`src/facr_pkg.sv`:
```
// facr_pkg: sizes, line and control types and helper functions for the
// fully associative tag store with random replacement
// no dependencies
`default_nettype none

package facr_pkg;

    // storage geometry (power-of-two sizes)
    localparam int CACHE_BYTES = 65536;
    localparam int ADDR_BITS   = 26;
    localparam int MAX_LINES   = 4096;

    // line size register
    localparam int LSL_W     = 3;
    localparam int MIN_SHIFT = 4;

    // tag is the address with at least MIN_SHIFT offset bits dropped
    localparam int TAG_W = ADDR_BITS - MIN_SHIFT;

    // line index and fill counter widths
    localparam int LINE_IDX_W = $clog2(MAX_LINES);
    localparam int FILL_W     = LINE_IDX_W + 1;

    // chain of cells, each cell owns one bank of lines
    localparam int NUM_CELLS  = (MAX_LINES >= 4096) ? 64 : 8;
    localparam int BANK_DEPTH = MAX_LINES / NUM_CELLS;
    localparam int CELL_W     = $clog2(NUM_CELLS);
    localparam int ROW_W      = $clog2(BANK_DEPTH);
    localparam int DRAIN_W    = $clog2(NUM_CELLS + 1);

    // multiply-with-carry generator
    localparam logic [15:0] RNG_Z_MUL  = 16'd36969;
    localparam logic [15:0] RNG_W_MUL  = 16'd18000;
    localparam logic [31:0] RNG_Z_INIT = 32'h0508_0902;
    localparam logic [31:0] RNG_W_INIT = 32'hABAB_AB55;

    localparam logic [LSL_W-1:0] LSL_RESET = LSL_W'(MIN_SHIFT);

    // one stored line
    typedef struct packed {
        logic             valid;
        logic [TAG_W-1:0] tag;
    } line_t;

    localparam int LINE_W = $bits(line_t);

    // control broadcast from the sequencer to every cell
    typedef struct packed {
        logic             rd_en;
        logic [ROW_W-1:0] rd_row;
        logic             cmp_en;
        logic [TAG_W-1:0] tag;
        logic             wr_en;
        logic [ROW_W-1:0] wr_row;
        line_t            wr_line;
    } cell_ctl_t;

    // offset bits in use: values below the minimum act as the minimum
    function automatic logic [LSL_W-1:0] eff_shift(input logic [LSL_W-1:0] lsl);
        logic [LSL_W-1:0] s;
        s = (lsl < LSL_W'(MIN_SHIFT)) ? LSL_W'(MIN_SHIFT) : lsl;
        return s;
    endfunction

    // number of lines for a line size, capped at the storage size
    function automatic logic [FILL_W-1:0] line_count(input logic [LSL_W-1:0] lsl);
        logic [31:0] n;
        n = 32'(CACHE_BYTES) >> eff_shift(lsl);
        if (n > 32'(MAX_LINES)) begin
            n = 32'(MAX_LINES);
        end
        if (n == 32'd0) begin
            n = 32'd1;
        end
        return n[FILL_W-1:0];
    endfunction

endpackage

`default_nettype wire

```
`src/facr_ram.sv`:
```
// facr_ram: generic simple dual-port RAM, one write and one registered read
// no dependencies
`default_nettype none

module facr_ram #(
    parameter int WIDTH = 8,
    parameter int DEPTH = 16
) (
    input  wire logic                     aclk,
    input  wire logic                     we,
    input  wire logic [$clog2(DEPTH)-1:0] waddr,
    input  wire logic [WIDTH-1:0]         wdata,
    input  wire logic                     re,
    input  wire logic [$clog2(DEPTH)-1:0] raddr,
    output logic      [WIDTH-1:0]         rdata
);

    logic [WIDTH-1:0] mem [DEPTH];
    logic [WIDTH-1:0] rdata_reg;

    // write port
    always_ff @(posedge aclk) begin
        if (we) begin
            mem[waddr] <= wdata;
        end
    end

    // registered read port
    always_ff @(posedge aclk) begin
        if (re) begin
            rdata_reg <= mem[raddr];
        end
    end

    assign rdata = rdata_reg;

endmodule

`default_nettype wire

```
`src/facr_cell.sv`:
```
// facr_cell: one tag bank with its compare, passing the hit flag down the chain
// depends on facr_pkg and facr_ram
`default_nettype none

module facr_cell
    import facr_pkg::*;
(
    input  wire logic      aclk,
    input  wire logic      aresetn,
    input  wire cell_ctl_t ctl,
    input  wire logic      wr_sel,
    input  wire logic      hit_in,
    output logic           hit_out
);

    logic [LINE_W-1:0] rd_bits;
    line_t             rd_line;
    logic              match;
    logic              hit_reg;
    logic              hit_next;

    // tag bank for the lines owned by this cell
    facr_ram #(
        .WIDTH (LINE_W),
        .DEPTH (BANK_DEPTH)
    ) u_bank (
        .aclk  (aclk),
        .we    (ctl.wr_en & wr_sel),
        .waddr (ctl.wr_row),
        .wdata (ctl.wr_line),
        .re    (ctl.rd_en),
        .raddr (ctl.rd_row),
        .rdata (rd_bits)
    );

    // compare the row read last cycle against the broadcast tag
    assign rd_line  = line_t'(rd_bits);
    assign match    = ctl.cmp_en & rd_line.valid & (rd_line.tag == ctl.tag);
    assign hit_next = hit_in | match;

    // hit flag stage toward the next cell
    always_ff @(posedge aclk) begin
        if (!aresetn) begin
            hit_reg <= 1'b0;
        end else begin
            hit_reg <= hit_next;
        end
    end

    assign hit_out = hit_reg;

endmodule

`default_nettype wire

```
`config.mk`:
```
export PLATFORM = sky130hd
export DESIGN_NAME = facr_cell
export DESIGN_NICKNAME = d
export VERILOG_FILES = /design/src/facr_pkg.sv /design/src/facr_ram.sv /design/src/facr_cell.sv
export SDC_FILE = /design/constraint.sdc
export NUM_CORES = 1
export LEC_CHECK = 0
export BUFFER_PORTS_ARGS = -buffer_cell sky130_fd_sc_hd__buf_2
export CAP_MARGIN = 20
export CORE_MARGIN = 3
export CORE_UTILIZATION = 59
export CTS_BUF_LIST = sky130_fd_sc_hd__clkbuf_2 sky130_fd_sc_hd__clkbuf_4 sky130_fd_sc_hd__clkbuf_8
export DETAILED_ROUTE_END_ITERATION = 12
export PLACE_DENSITY = 0.78
export SLEW_MARGIN = 20
export SYNTH_ARGS = -nofsm -noshare
export SYNTH_HDL_FRONTEND = slang
export SYNTH_SLANG_ARGS = --single-unit
```
`constraint.sdc`:
```
create_clock -name aclk -period 2.5 [get_ports aclk]
set_clock_uncertainty 0.1 [all_clocks]
set_input_delay 0.25 -clock aclk [delete_from_list [all_inputs] [get_ports aclk]]
set_output_delay 0.25 -clock aclk [all_outputs]
set_load 0.005 [all_outputs]
```
==> results.cfg <==
[floorplanning]
initial_core_util_pct = 59.8
die_w_um = 319
placement_rows = 114
io_pins = 65
chipHeight_um = 319
design.core.area_um2 = 97000
design.die.area_um2 = 102000

[global_route]
number_of_antenna_violations_at_the_first_check_in_global_routing = 8
grt_util_all_layers_pct = 28.7
globalRouteOverflowTotal = 0
first_global_vias = 31210
first_pass_grt_wire_length_mm = 210
grt_start_max_net_pins = 68

[run_status]
status = finished, final reports clean

[worst_setup_path]
cp_cell_sequence = mux4_2, mux2i_1, nor2b_1, o311ai_1, buf_4, a21oi_1
critPathMaxFanout = 1
crit_arrival_ns = 2.92
worst_reg2reg_path_length_in_cells = 6
timing.critical_path.slowest_cell_delay_ns = 0.58
reg2reg_to = u_bank.rdata[7]
critPathRequiredTime_ns = 3.01
timing.critical_path.to_type = register
worst-r2r-setup-slack_ns = 0.09
critical_path_type = register to register
critical_path.slowest_cell = o311ai_1
launching_point_of_the_worst_reg2reg_path = u_bank.mem[14][7]
crit_start = u_bank.mem[14][7]
startpoint_type = register

[placed_design]
detailed_place_hpwl_mm = 86.0
detailedPlace.worstSlack_ns = -0.519
gp_congestion = 0.855
post-place-cells = 4194
numPortBuffers = 64

[timing]
finalSetupViolations = 0
fmaxAchievable_ghz = 0.414
maxSlewHeadroom_pct = 26.8
grt_setup_unrepaired = no
post-route-min-period_ns = 2.41
final-max-slew-violation-count = 0
fin_setup_tns_ns = 0
final.hold.worst_slack_ns = 0.128
timing_worst_slew_pin_value_ns = 1.07
hold_viol_final = 0
period_share_pct = 96.5
final_setup_slack_of_the_worst_path_ns = 0.0868

[routing]
vias = 30565
totalWireLength_mm = 145
drc_errors = 0
detail_route.first_pass.iterations = 5
detail_route.vias_per_cell = 6.58
routed_wire_length_per_instance_um = 31.2
antenna_left = 0
number_of_drc_markers_after_the_initial_detailed_route_iteration = 3854

[worst_hold_path]
min_path_cells = 6
hold_path.startpoint = ctl[23]
min_delay_worst_endpoint = u_bank.mem[32][22]
hold_path_class = input port to register

[layout]
area.growth.synth_to_final_pct = 16.5
finish.cell_count_without_fillers = 4646
finish.utilization_pct = 69.6
share_of_cells_above_drive_strength_1_pct = 33.2
final_nets = 3250
largest_register_ffs = 1472

[clocking]
cts.root.buffer_cell = clkbuf_8
cts_htree_levels = 4
clkLatencyLatePin_ns = 0.89
cts.repair_timing.setup_buffer_count = 0
cts-root-to-sink-buffers = 3
cts_inserted_buffers = 219
cts.reportedPaths.clkPinSlew_ns = 0.06
clock-sinks = 1496
cts_tree = done

[logic_synthesis]
yosys_warnings = 0
syn_avg_cell_area_um2 = 21.4
postSynthNetCount = 2775
synth_sequential_area_ratio_pct = 77.5
synth-main-ff-cell = edfxtp_1
synth-async-reset-ratio_pct = 0
synth_edf_count = 1495
mappedNetlistArea_um2 = 58000
synth_cell_type_count = 50
synth_cells = 2711
ffs_latches_synth = 1496

[pwr]
max_vdd_drop_mv = 0.476
power_leakage_nw = 22.0
pwr_density_cell_nw_per_um2 = 736

[run]
maxCapViolations = 0
[final cells by class]
| class | instances | area (µm²) |
|---|---|---|
| sequential | 1496 | 44900 |
| fill | 5525 | 29400 |
| multi-input combinational | 1056 | 12300 |
| timing repair buffer | 412 | 4470 |
| clock buffer | 290 | 3560 |
| tap | 1276 | 1600 |
| clock inverter | 109 | 693 |
| antenna | 6 | 15.0 |
| inverter | 1 | 3.75 |
[synthesized netlist by cell type, types with 2 or more instances]
master | n | area [µm²]
a2111oi_0 | 20 | 175
a2111oi_1 | 2 | 20.0
a211oi_1 | 51 | 383
a21oi_1 | 64 | 320
a221o_1 | 9 | 90.1
a221oi_1 | 21 | 184
a22o_1 | 19 | 166
a22oi_1 | 17 | 128
and2_1 | 2 | 12.5
buf_1 | 3 | 11.3
buf_2 | 52 | 260
buf_4 | 35 | 263
buf_6 | 15 | 169
buf_8 | 2 | 30.0
clkbuf_1 | 50 | 188
edfxtp_1 | 1495 | 44900
mux2_2 | 74 | 833
mux2i_1 | 192 | 1920
mux4_1 | 4 | 105
mux4_2 | 264 | 5950
nand2_1 | 41 | 154
nand2b_1 | 4 | 25.0
nand3_1 | 7 | 35.0
nand3b_1 | 4 | 30.0
nand4_1 | 4 | 25.0
nor2_1 | 75 | 282
nor2b_1 | 66 | 413
nor4_1 | 8 | 50.1
o21ai_0 | 18 | 90.1
o221ai_1 | 17 | 149
o22a_1 | 2 | 17.5
o22ai_1 | 20 | 125
o311ai_1 | 16 | 140
or3b_2 | 2 | 17.5
xnor2_1 | 16 | 140
xor2_1 | 6 | 52.6
[cell usage in the layout, fill, tap and decap left out, types with 5 or more instances in the layout]
master,n
nor4_1,7
nor2_1,11
clkbuf_4,69
clkinv_1,58
clkinv_2,30
dlygate4sd3_1,47
o221ai_1,17
nand2_1,41
diode_2,6
a2111oi_0,20
xnor2_1,16
clkbuf_8,221
buf_12,111
a211oi_1,51
o311ai_1,16
buf_2,60
o21ai_0,18
nor2_2,65
bufinv_16,5
a221o_1,9
nand3_1,7
o22ai_1,20
mux4_2,264
xor2_1,6
edfxtp_1,1495
buf_4,191
a221oi_1,21
a22o_1,19
mux2_2,74
a22oi_1,17
a21oi_1,64
mux2i_1,192
nor2b_1,65
[per-stage QoR]
step	total power [mW]	area [µm²]
2_1_floorplan	29.7	58000
3_3_place_gp	31.1	62800
3_5_place_dp	31.2	62800
4_1_cts	49.9	67400
5_1_grt	51.2	67500
6_report	49.7	67500
[report_power, final]
group | switching (mW) | leakage, nW | total (mW) | internal, mW
registers | 0.0732 | 13.5 | 27.8 | 27.7
clock network | 9.09 | 2.26 | 18.9 | 9.84
logic | 1.72 | 6.31 | 2.94 | 1.22
[how the worst max path moves through the flow]
stage | endpoint | slack [ns]
3_5_place_dp | u_bank.rdata[5] | -0.52
2_1_floorplan | u_bank.mem[39][0] | -0.08
6_report | u_bank.rdata[7] | 0.09
5_1_grt | u_bank.rdata[13] | 0.007
4_1_cts | u_bank.rdata[13] | 0.10
3_3_place_gp | u_bank.rdata[5] | -0.47
[worst max-delay path, delay by kind of cell (launching register included)]
kind | cells | cell delay, ns
DFF | 1 | 0.37
AOI/OAI and AO/OA | 2 | 0.62
and+or+nand+nor | 1 | 0.09
buffers and inverters | 1 | 0.22
muxes | 2 | 0.76
[logic make-up after synthesis]
| family | share of synthesized area (%) |
|---|---|
| buffers and inverters | 1.63 |
| AO/OA/AOI/OAI | 3.51 |
| flip-flops | 77.5 |
| multiplexers | 15.2 |
| XOR/XNOR | 0.332 |
| AND/OR/NAND/NOR | 1.86 |
[metal layers]
layer	track usage [%]	share of wire (%)	wire length (µm)	vias to the layer above
met5	0	0.017	25	-
met4	11.8	4.0	5740	4
met3	7.52	11	16600	329
met2	45.2	48	70100	2052
met1	38.9	36	52500	15818
li1	-	-	-	12362
[repair_timing]
action / CTS / global route
gates resized for setup: 0 / 3
hold endpoints to repair: 1182 / 1
hold buffers: 33 / 15
endpoints found under the setup margin: 0 / 1
Power figures use the tool's default switching activity.
