<file path="src/facr_pkg.sv">
// facr_pkg: sizes, line and control types and helper functions for the
// fully associative tag store with random replacement
// no dependencies
`default_nettype none

package facr_pkg;

    // storage geometry (power-of-two sizes)
    localparam int CACHE_BYTES = 65536;
    localparam int ADDR_BITS   = 26;
    localparam int MAX_LINES   = 4096;

    // line size register
    localparam int LSL_W     = 3;
    localparam int MIN_SHIFT = 4;

    // tag is the address with at least MIN_SHIFT offset bits dropped
    localparam int TAG_W = ADDR_BITS - MIN_SHIFT;

    // line index and fill counter widths
    localparam int LINE_IDX_W = $clog2(MAX_LINES);
    localparam int FILL_W     = LINE_IDX_W + 1;

    // chain of cells, each cell owns one bank of lines
    localparam int NUM_CELLS  = (MAX_LINES >= 4096) ? 64 : 8;
    localparam int BANK_DEPTH = MAX_LINES / NUM_CELLS;
    localparam int CELL_W     = $clog2(NUM_CELLS);
    localparam int ROW_W      = $clog2(BANK_DEPTH);
    localparam int DRAIN_W    = $clog2(NUM_CELLS + 1);

    // multiply-with-carry generator
    localparam logic [15:0] RNG_Z_MUL  = 16'd36969;
    localparam logic [15:0] RNG_W_MUL  = 16'd18000;
    localparam logic [31:0] RNG_Z_INIT = 32'h0508_0902;
    localparam logic [31:0] RNG_W_INIT = 32'hABAB_AB55;

    localparam logic [LSL_W-1:0] LSL_RESET = LSL_W'(MIN_SHIFT);

    // one stored line
    typedef struct packed {
        logic             valid;
        logic [TAG_W-1:0] tag;
    } line_t;

    localparam int LINE_W = $bits(line_t);

    // control broadcast from the sequencer to every cell
    typedef struct packed {
        logic             rd_en;
        logic [ROW_W-1:0] rd_row;
        logic             cmp_en;
        logic [TAG_W-1:0] tag;
        logic             wr_en;
        logic [ROW_W-1:0] wr_row;
        line_t            wr_line;
    } cell_ctl_t;

    // offset bits in use: values below the minimum act as the minimum
    function automatic logic [LSL_W-1:0] eff_shift(input logic [LSL_W-1:0] lsl);
        logic [LSL_W-1:0] s;
        s = (lsl < LSL_W'(MIN_SHIFT)) ? LSL_W'(MIN_SHIFT) : lsl;
        return s;
    endfunction

    // number of lines for a line size, capped at the storage size
    function automatic logic [FILL_W-1:0] line_count(input logic [LSL_W-1:0] lsl);
        logic [31:0] n;
        n = 32'(CACHE_BYTES) >> eff_shift(lsl);
        if (n > 32'(MAX_LINES)) begin
            n = 32'(MAX_LINES);
        end
        if (n == 32'd0) begin
            n = 32'd1;
        end
        return n[FILL_W-1:0];
    endfunction

endpackage

`default_nettype wire

</file>
<file path="src/facr_ctrl.sv">
// facr_ctrl: sequencer for row sweep, hit collection, fill counter,
// random victim choice, clearing pass and the output register
// depends on facr_pkg
`default_nettype none

module facr_ctrl
    import facr_pkg::*;
(
    input  wire logic                 aclk,
    input  wire logic                 aresetn,
    input  wire logic                 s_valid,
    output logic                      s_ready,
    input  wire logic [ADDR_BITS-1:0] s_addr,
    output logic                      m_valid,
    input  wire logic                 m_ready,
    output logic                      m_hit,
    input  wire logic                 cfg_we,
    input  wire logic [LSL_W-1:0]     cfg_wdata,
    input  wire logic                 chain_hit,
    output cell_ctl_t                 ctl,
    output logic      [NUM_CELLS-1:0] wr_sel
);

    typedef enum logic [6:0] {
        ST_CLEAR  = 7'b000_0001,
        ST_IDLE   = 7'b000_0010,
        ST_SWEEP  = 7'b000_0100,
        ST_DRAIN  = 7'b000_1000,
        ST_DECIDE = 7'b001_0000,
        ST_WRITE  = 7'b010_0000,
        ST_DONE   = 7'b100_0000
    } state_t;

    state_t                state_reg, state_next;
    logic [ROW_W-1:0]      row_reg, row_next;
    logic [DRAIN_W-1:0]    drain_reg, drain_next;
    logic [TAG_W-1:0]      tag_reg, tag_next;
    logic                  hit_acc_reg, hit_acc_next;
    logic [FILL_W-1:0]     fill_reg, fill_next;
    logic [31:0]           z_reg, z_next;
    logic [31:0]           w_reg, w_next;
    logic                  use_rand_reg, use_rand_next;
    logic [LINE_IDX_W-1:0] victim_reg, victim_next;
    logic [LSL_W-1:0]      lsl_reg, lsl_next;
    logic                  cmp_en_reg;
    logic                  out_valid_reg, out_valid_next;
    logic                  out_hit_reg, out_hit_next;

    logic                  accept;
    logic                  out_load;
    logic [FILL_W-1:0]     lines;
    logic [LINE_IDX_W-1:0] line_mask;
    logic [ADDR_BITS-1:0]  addr_shifted;
    logic [31:0]           z_prod, w_prod;
    logic [31:0]           z_step, w_step;
    logic [31:0]           rand_sum;
    logic [LINE_IDX_W-1:0] victim;
    logic [CELL_W-1:0]     victim_cell;
    logic [ROW_W-1:0]      victim_row;

    // line geometry from the line size register
    assign lines     = line_count(lsl_reg);
    assign line_mask = LINE_IDX_W'(lines - FILL_W'(1));

    // tag of the incoming address
    assign addr_shifted = s_addr >> eff_shift(lsl_reg);

    // multiply-with-carry step
    assign z_prod = 32'(z_reg[15:0]) * 32'(RNG_Z_MUL);
    assign w_prod = 32'(w_reg[15:0]) * 32'(RNG_W_MUL);
    assign z_step = z_prod + {16'd0, z_reg[31:16]};
    assign w_step = w_prod + {16'd0, w_reg[31:16]};

    // victim line: fill slot or random value masked to the line count
    assign rand_sum    = {z_reg[15:0], 16'd0} + w_reg;
    assign victim      = use_rand_reg ? (rand_sum[LINE_IDX_W-1:0] & line_mask) : victim_reg;
    assign victim_cell = victim[CELL_W-1:0];
    assign victim_row  = victim[LINE_IDX_W-1:CELL_W];

    // handshakes
    assign s_ready  = (state_reg == ST_IDLE) & ~cfg_we;
    assign accept   = s_valid & s_ready;
    assign out_load = (state_reg == ST_DONE) & (~out_valid_reg | m_ready);
    assign m_valid  = out_valid_reg;
    assign m_hit    = out_hit_reg;

    // broadcast to the cells
    always_comb begin
        ctl.rd_en         = (state_reg == ST_SWEEP);
        ctl.rd_row        = row_reg;
        ctl.cmp_en        = cmp_en_reg;
        ctl.tag           = tag_reg;
        ctl.wr_en         = (state_reg == ST_CLEAR) | (state_reg == ST_WRITE);
        ctl.wr_row        = (state_reg == ST_CLEAR) ? row_reg : victim_row;
        ctl.wr_line.valid = (state_reg == ST_WRITE);
        ctl.wr_line.tag   = tag_reg;
        for (int k = 0; k < NUM_CELLS; k++) begin
            wr_sel[k] = (state_reg == ST_CLEAR) | (victim_cell == CELL_W'(k));
        end
    end

    // next state
    always_comb begin
        state_next     = state_reg;
        row_next       = row_reg;
        drain_next     = drain_reg;
        tag_next       = tag_reg;
        hit_acc_next   = hit_acc_reg;
        fill_next      = fill_reg;
        z_next         = z_reg;
        w_next         = w_reg;
        use_rand_next  = use_rand_reg;
        victim_next    = victim_reg;
        lsl_next       = lsl_reg;
        out_valid_next = out_valid_reg & ~m_ready;
        out_hit_next   = out_hit_reg;

        unique case (state_reg)
            ST_CLEAR: begin
                row_next = row_reg + ROW_W'(1);
                if (row_reg == ROW_W'(BANK_DEPTH - 1)) begin
                    state_next = ST_IDLE;
                end
            end
            ST_IDLE: begin
                if (accept) begin
                    tag_next     = addr_shifted[TAG_W-1:0];
                    hit_acc_next = 1'b0;
                    row_next     = '0;
                    state_next   = ST_SWEEP;
                end
            end
            ST_SWEEP: begin
                hit_acc_next = hit_acc_reg | chain_hit;
                row_next     = row_reg + ROW_W'(1);
                if (row_reg == ROW_W'(BANK_DEPTH - 1)) begin
                    drain_next = '0;
                    state_next = ST_DRAIN;
                end
            end
            ST_DRAIN: begin
                // wait for the last row's matches to ripple to the chain end
                hit_acc_next = hit_acc_reg | chain_hit;
                drain_next   = drain_reg + DRAIN_W'(1);
                if (drain_reg == DRAIN_W'(NUM_CELLS)) begin
                    state_next = ST_DECIDE;
                end
            end
            ST_DECIDE: begin
                if (hit_acc_reg) begin
                    state_next = ST_DONE;
                end else if (fill_reg < lines) begin
                    victim_next   = fill_reg[LINE_IDX_W-1:0];
                    fill_next     = fill_reg + FILL_W'(1);
                    use_rand_next = 1'b0;
                    state_next    = ST_WRITE;
                end else begin
                    z_next        = z_step;
                    w_next        = w_step;
                    use_rand_next = 1'b1;
                    state_next    = ST_WRITE;
                end
            end
            ST_WRITE: begin
                state_next = ST_DONE;
            end
            ST_DONE: begin
                if (out_load) begin
                    out_valid_next = 1'b1;
                    out_hit_next   = hit_acc_reg;
                    state_next     = ST_IDLE;
                end
            end
            default: begin
                state_next = ST_CLEAR;
                row_next   = '0;
            end
        endcase

        // line size write clears every line through a fresh clearing pass
        if (cfg_we) begin
            lsl_next   = cfg_wdata;
            fill_next  = '0;
            row_next   = '0;
            state_next = ST_CLEAR;
        end
    end

    // registers
    always_ff @(posedge aclk) begin
        if (!aresetn) begin
            state_reg     <= ST_CLEAR;
            row_reg       <= '0;
            drain_reg     <= '0;
            fill_reg      <= '0;
            z_reg         <= RNG_Z_INIT;
            w_reg         <= RNG_W_INIT;
            use_rand_reg  <= 1'b0;
            lsl_reg       <= LSL_RESET;
            cmp_en_reg    <= 1'b0;
            out_valid_reg <= 1'b0;
            hit_acc_reg   <= 1'b0;
        end else begin
            state_reg     <= state_next;
            row_reg       <= row_next;
            drain_reg     <= drain_next;
            fill_reg      <= fill_next;
            z_reg         <= z_next;
            w_reg         <= w_next;
            use_rand_reg  <= use_rand_next;
            lsl_reg       <= lsl_next;
            cmp_en_reg    <= (state_reg == ST_SWEEP);
            out_valid_reg <= out_valid_next;
            hit_acc_reg   <= hit_acc_next;
        end
    end

    // payload registers
    always_ff @(posedge aclk) begin
        tag_reg     <= tag_next;
        victim_reg  <= victim_next;
        out_hit_reg <= out_hit_next;
    end

endmodule

`default_nettype wire

</file>
<file path="config.mk">
export PLATFORM = sky130hd
export DESIGN_NAME = facr_ctrl
export DESIGN_NICKNAME = d
export VERILOG_FILES = /design/src/facr_pkg.sv /design/src/facr_ctrl.sv
export SDC_FILE = /design/constraint.sdc
export NUM_CORES = 1
export LEC_CHECK = 0
export ABC_AREA = 1
export BUFFER_PORTS_ARGS = -buffer_cell sky130_fd_sc_hd__buf_2
export CORE_UTILIZATION = 35
export DETAILED_ROUTE_END_ITERATION = 10
export PLACE_DENSITY = 0.57
export RECOVER_POWER = 50
export SETUP_SLACK_MARGIN = 0.05
export SYNTH_ARGS = -nofsm -noshare
export SYNTH_HDL_FRONTEND = slang
export SYNTH_SLANG_ARGS = --single-unit
</file>
<file path="constraint.sdc">
create_clock -name aclk -period 5 [get_ports aclk]
set_input_delay 1.25 -clock aclk [delete_from_list [all_inputs] [get_ports aclk]]
set_output_delay 1.25 -clock aclk [all_outputs]
set_load 0.1 [all_outputs]
</file>
==> key figures <==
Worst setup path
  – Buffers and inverters on the worst path: 4
  – R2R depth: 24
  – CP arrival: approximately 5 ns
  – Slowest CP cell: fa_1
  – Worst setup SP type: register
  – Slowest stage delay, CP: between 0.5 and 0.6 ns
  – Worst path most repeated cell: nand2_1
  – WP depth: 24
  – Maximum net fanout on the critical path: 8
  – Critical path class: register to register
  – Crit. End Element: register
  – CP top delay family: adder cells
  – CP Cell Sequence: ha_1, ha_1, fa_1, fa_1, inv_1, fa_1, inv_1, ha_1, nand2_1, inv_1, nand2_1, nand2_1, a21oi_2, nand2_1, nand2_1, nand2_2, nor2_4, nand3_4, nor2_4, nand2_1, nand2_1, nand3_2, nand2_1, inv_1
  – Critical Path RT: 5.25 ns

Timing
  – Setup TNS: 0 ns
  – Part of the cycle the worst path needs: a little over nine tenths
  – Clock Skew: 0.00981 ns
  – RSZ-0062 raised after global routing: yes
  – Fmax: 211 MHz
  – Setup violators final: 0
  – Hold WS: approximately 0.47 ns
  – Post-route minimum period: roughly 4.7 ns
  – Worst slew margin: -3.70%
  – Final hold viol count: 0
  – Worst Tran Pin Value: roughly 1.6 ns
  – Slew Viols, Final: 31

Synthesis
  – Syn avg cell area: 7.40 um2
  – Synth Flop Type: dfxtp_1
  – Register area share after synthesis: 25.9%
  – Syn Inst Count: 1300
  – Post-synth top area cell: ha_1
  – Most numerous cell in the Yosys netlist: nand2_1
  – Syn Std Cell Area: 0.00962 mm2
  – Yosys top cell area share: between 15 and 20%
  – Synth area leaders: ha_1, dfxtp_1, edfxtp_1
  – Seq cells post-synth: 107
  – Syn Nets: between 1000 and 1500
  – Syn. warnings: 0
  – Most frequent cells after synthesis: nand2_1, inv_1, o21ai_0, ha_1, a21oi_1
  – Unique masters post-synth: 50
  – Post-synth EDFFs: 35
  – FFs w/ async S/R, synth: 0%

Placement
  – Routability cong.: 0.861
  – Placed Cells incl. Taps: 1786
  – IO Port Bufs: about 160
  – Dpl hpwl: a little over 20 mm

Clock network
  – Clock transition at the registers of the reported paths: about 0.070 ns
  – Worst-Skew Late Latency: about 0.36 ns
  – Clock sink count: approximately 110
  – CTS tree: yes
  – H-tree depth: 3
  – Num CTS Buffers: 9
  – Root Driver: clkbuf_16
  – Hold-fix buffers, CTS: 0
  – Clk buf depth: 2

Floorplanning
  – Initial Utilization: between 30% and 40%
  – Num rows: 60
  – DIE WIDTH: between 150 and 200 um
  – I/O pin count: 162
  – Die area: roughly 0.028 mm2
  – DIE HEIGHT: 168 um
  – Placeable Area: around 0.027 mm2

Route
  – Via density per instance: between 4 and 5
  – Drt drc: 0
  – DRT antenna net count: 0
  – DRT Pass-1 Iters: 5
  – Detailed-route via count: 8790
  – Wire per inst: 14.2 um
  – WL final: ~26 mm
  – DR iter-0 viols: between 500 and 600

Layout
  – Synth-to-layout area growth: 17.7%
  – Fin cells: about 1800
  – Max reg flops: 32
  – Layout cells sized above 1: 19.0%
  – Final antenna diode count: 0
  – Nets@finish: about 1600

Power
  – Worst VDD drop: ~0.18 mV
  – Leak: 5.04 nW
  – Pwr per Cell Area: roughly 150 mW/mm2
  – Final Power: ~1.7 mW

Global routing
  – Largest net degree at the start of global routing: approximately 80
  – First-pass GRT wire length: ~42 mm
  – Number of global-route vias before repair: just over 8000
  – GRT overflow: 0
  – Total GRT Usage: between 10% and 20%
  – Initial antenna violation count: 0

Hold path
  – Hold path depth: 0
  – Hold Crit Class: register to register

Outcome
  – Status: finished with violations
  – Failing checks: max-capacitance violations, max-slew violations

Job
  – Max cap viols: 1
[where the power goes]
| group | total (mW) | internal (mW) | switching [mW] |
|---|---|---|---|
| logic | 0.103 | 0.0315 | 0.0717 |
| registers | 0.900 | 0.898 | 0.00204 |
| clock network | 0.689 | 0.344 | 0.344 |
| total | 1.69 | 1.27 | 0.418 |
[worst register-to-register path, cell delays in order (launching register included)]
cell	delay, ns
dfxtp_4	0.39
ha_1	0.31
ha_1	0.31
fa_1	0.51
fa_1	0.55
inv_1	0.06
fa_1	0.53
inv_1	0.05
ha_1	0.36
nand2_1	0.13
inv_1	0.06
nand2_1	0.08
nand2_1	0.07
a21oi_2	0.12
nand2_1	0.12
nand2_1	0.09
nand2_2	0.11
nor2_4	0.14
nand3_4	0.09
nor2_4	0.19
nand2_1	0.09
nand2_1	0.08
nand3_2	0.07
nand2_1	0.09
inv_1	0.04
[worst paths after layout]
check	from	to	slack, ns
min	fill_reg[8]	victim_reg[8]	0.47
min reg2reg	fill_reg[8]	victim_reg[8]	0.47
max reg2reg	w_reg[9]	w_reg[28]	0.27
max	w_reg[9]	w_reg[28]	0.27
[what timing repair did]
item / 4_1_cts / 5_1_grt
setup buffers: 0 / 0
pin swaps: 2 / 16
gates resized for setup: 5 / 58
endpoints found under the setup margin: 4 / 15
[layout make-up]
type                            count  area [um2]
Clock inverter                      6        48.8
Timing Repair Buffer              197        1030
Inverter                          225         845
Clock buffer                       10         229
Multi-Input combinational cell    916        6240
Sequential cell                   107        2510
Tap cell                          341         427
Fill cell                        2828       15600
[layout by cell type (no fill, tap or decap), types with 3 or more instances in the layout]
cell and instances:
clkbuf_16 9, dfxtp_2 7, nor3_1 17, clkinv_1 3
nand2_1 242, xnor2_1 6, dfxtp_1 62, buf_2 105
nand3_1 40, dfxtp_4 3, o211ai_1 7, o21ai_0 149
a211oi_1 7, ha_4 9, fa_1 34, nor4_1 4
inv_1 201, clkbuf_1 55, nand3b_1 5, nor2_2 15
nand4_1 17, a21oi_2 4, nand2_2 28, o21ai_1 7
a21oi_1 79, xor2_1 8, edfxtp_1 35, nand3_2 6
or2_2 4, nor2_1 68, a31oi_1 3, inv_2 22
o22ai_1 3, buf_4 37, ha_1 107, nor2_4 4
mux2i_1 11
[kinds of logic after synthesis]
family                   share of synthesized area, %
buffers and inverters                            11.8
XOR/XNOR                                         1.63
adder cells (fa/ha/maj)                          22.4
AND/OR/NAND/NOR                                  22.2
AO/OA/AOI/OAI                                    14.9
multiplexers                                     1.14
flip-flops                                       25.9
[routing by layer]
layer  GRT usage [%]  part of all wire, %  up-vias
met5               0                    0        -
met4            4.23                  1.8        0
met3            3.21                  4.0       21
met2            32.1                   47      223
met1            24.0                   47     3977
li1                -                    -     4569
[stage by stage]
| step | utilization [%] | cell area (um2) | setup slack [ns] |
|---|---|---|---|
| finish | 42.0 | 11300 | 0.268 |
| global route | 42.0 | 11300 | 0.0366 |
| CTS | 41.4 | 11200 | 0.0513 |
| detailed placement | 40.3 | 10900 | 0.0302 |
| global placement | 40.3 | 10900 | 0.0207 |
| floorplan | - | 9620 | 0.228 |
Note: power is estimated with default switching activity, not from simulation.
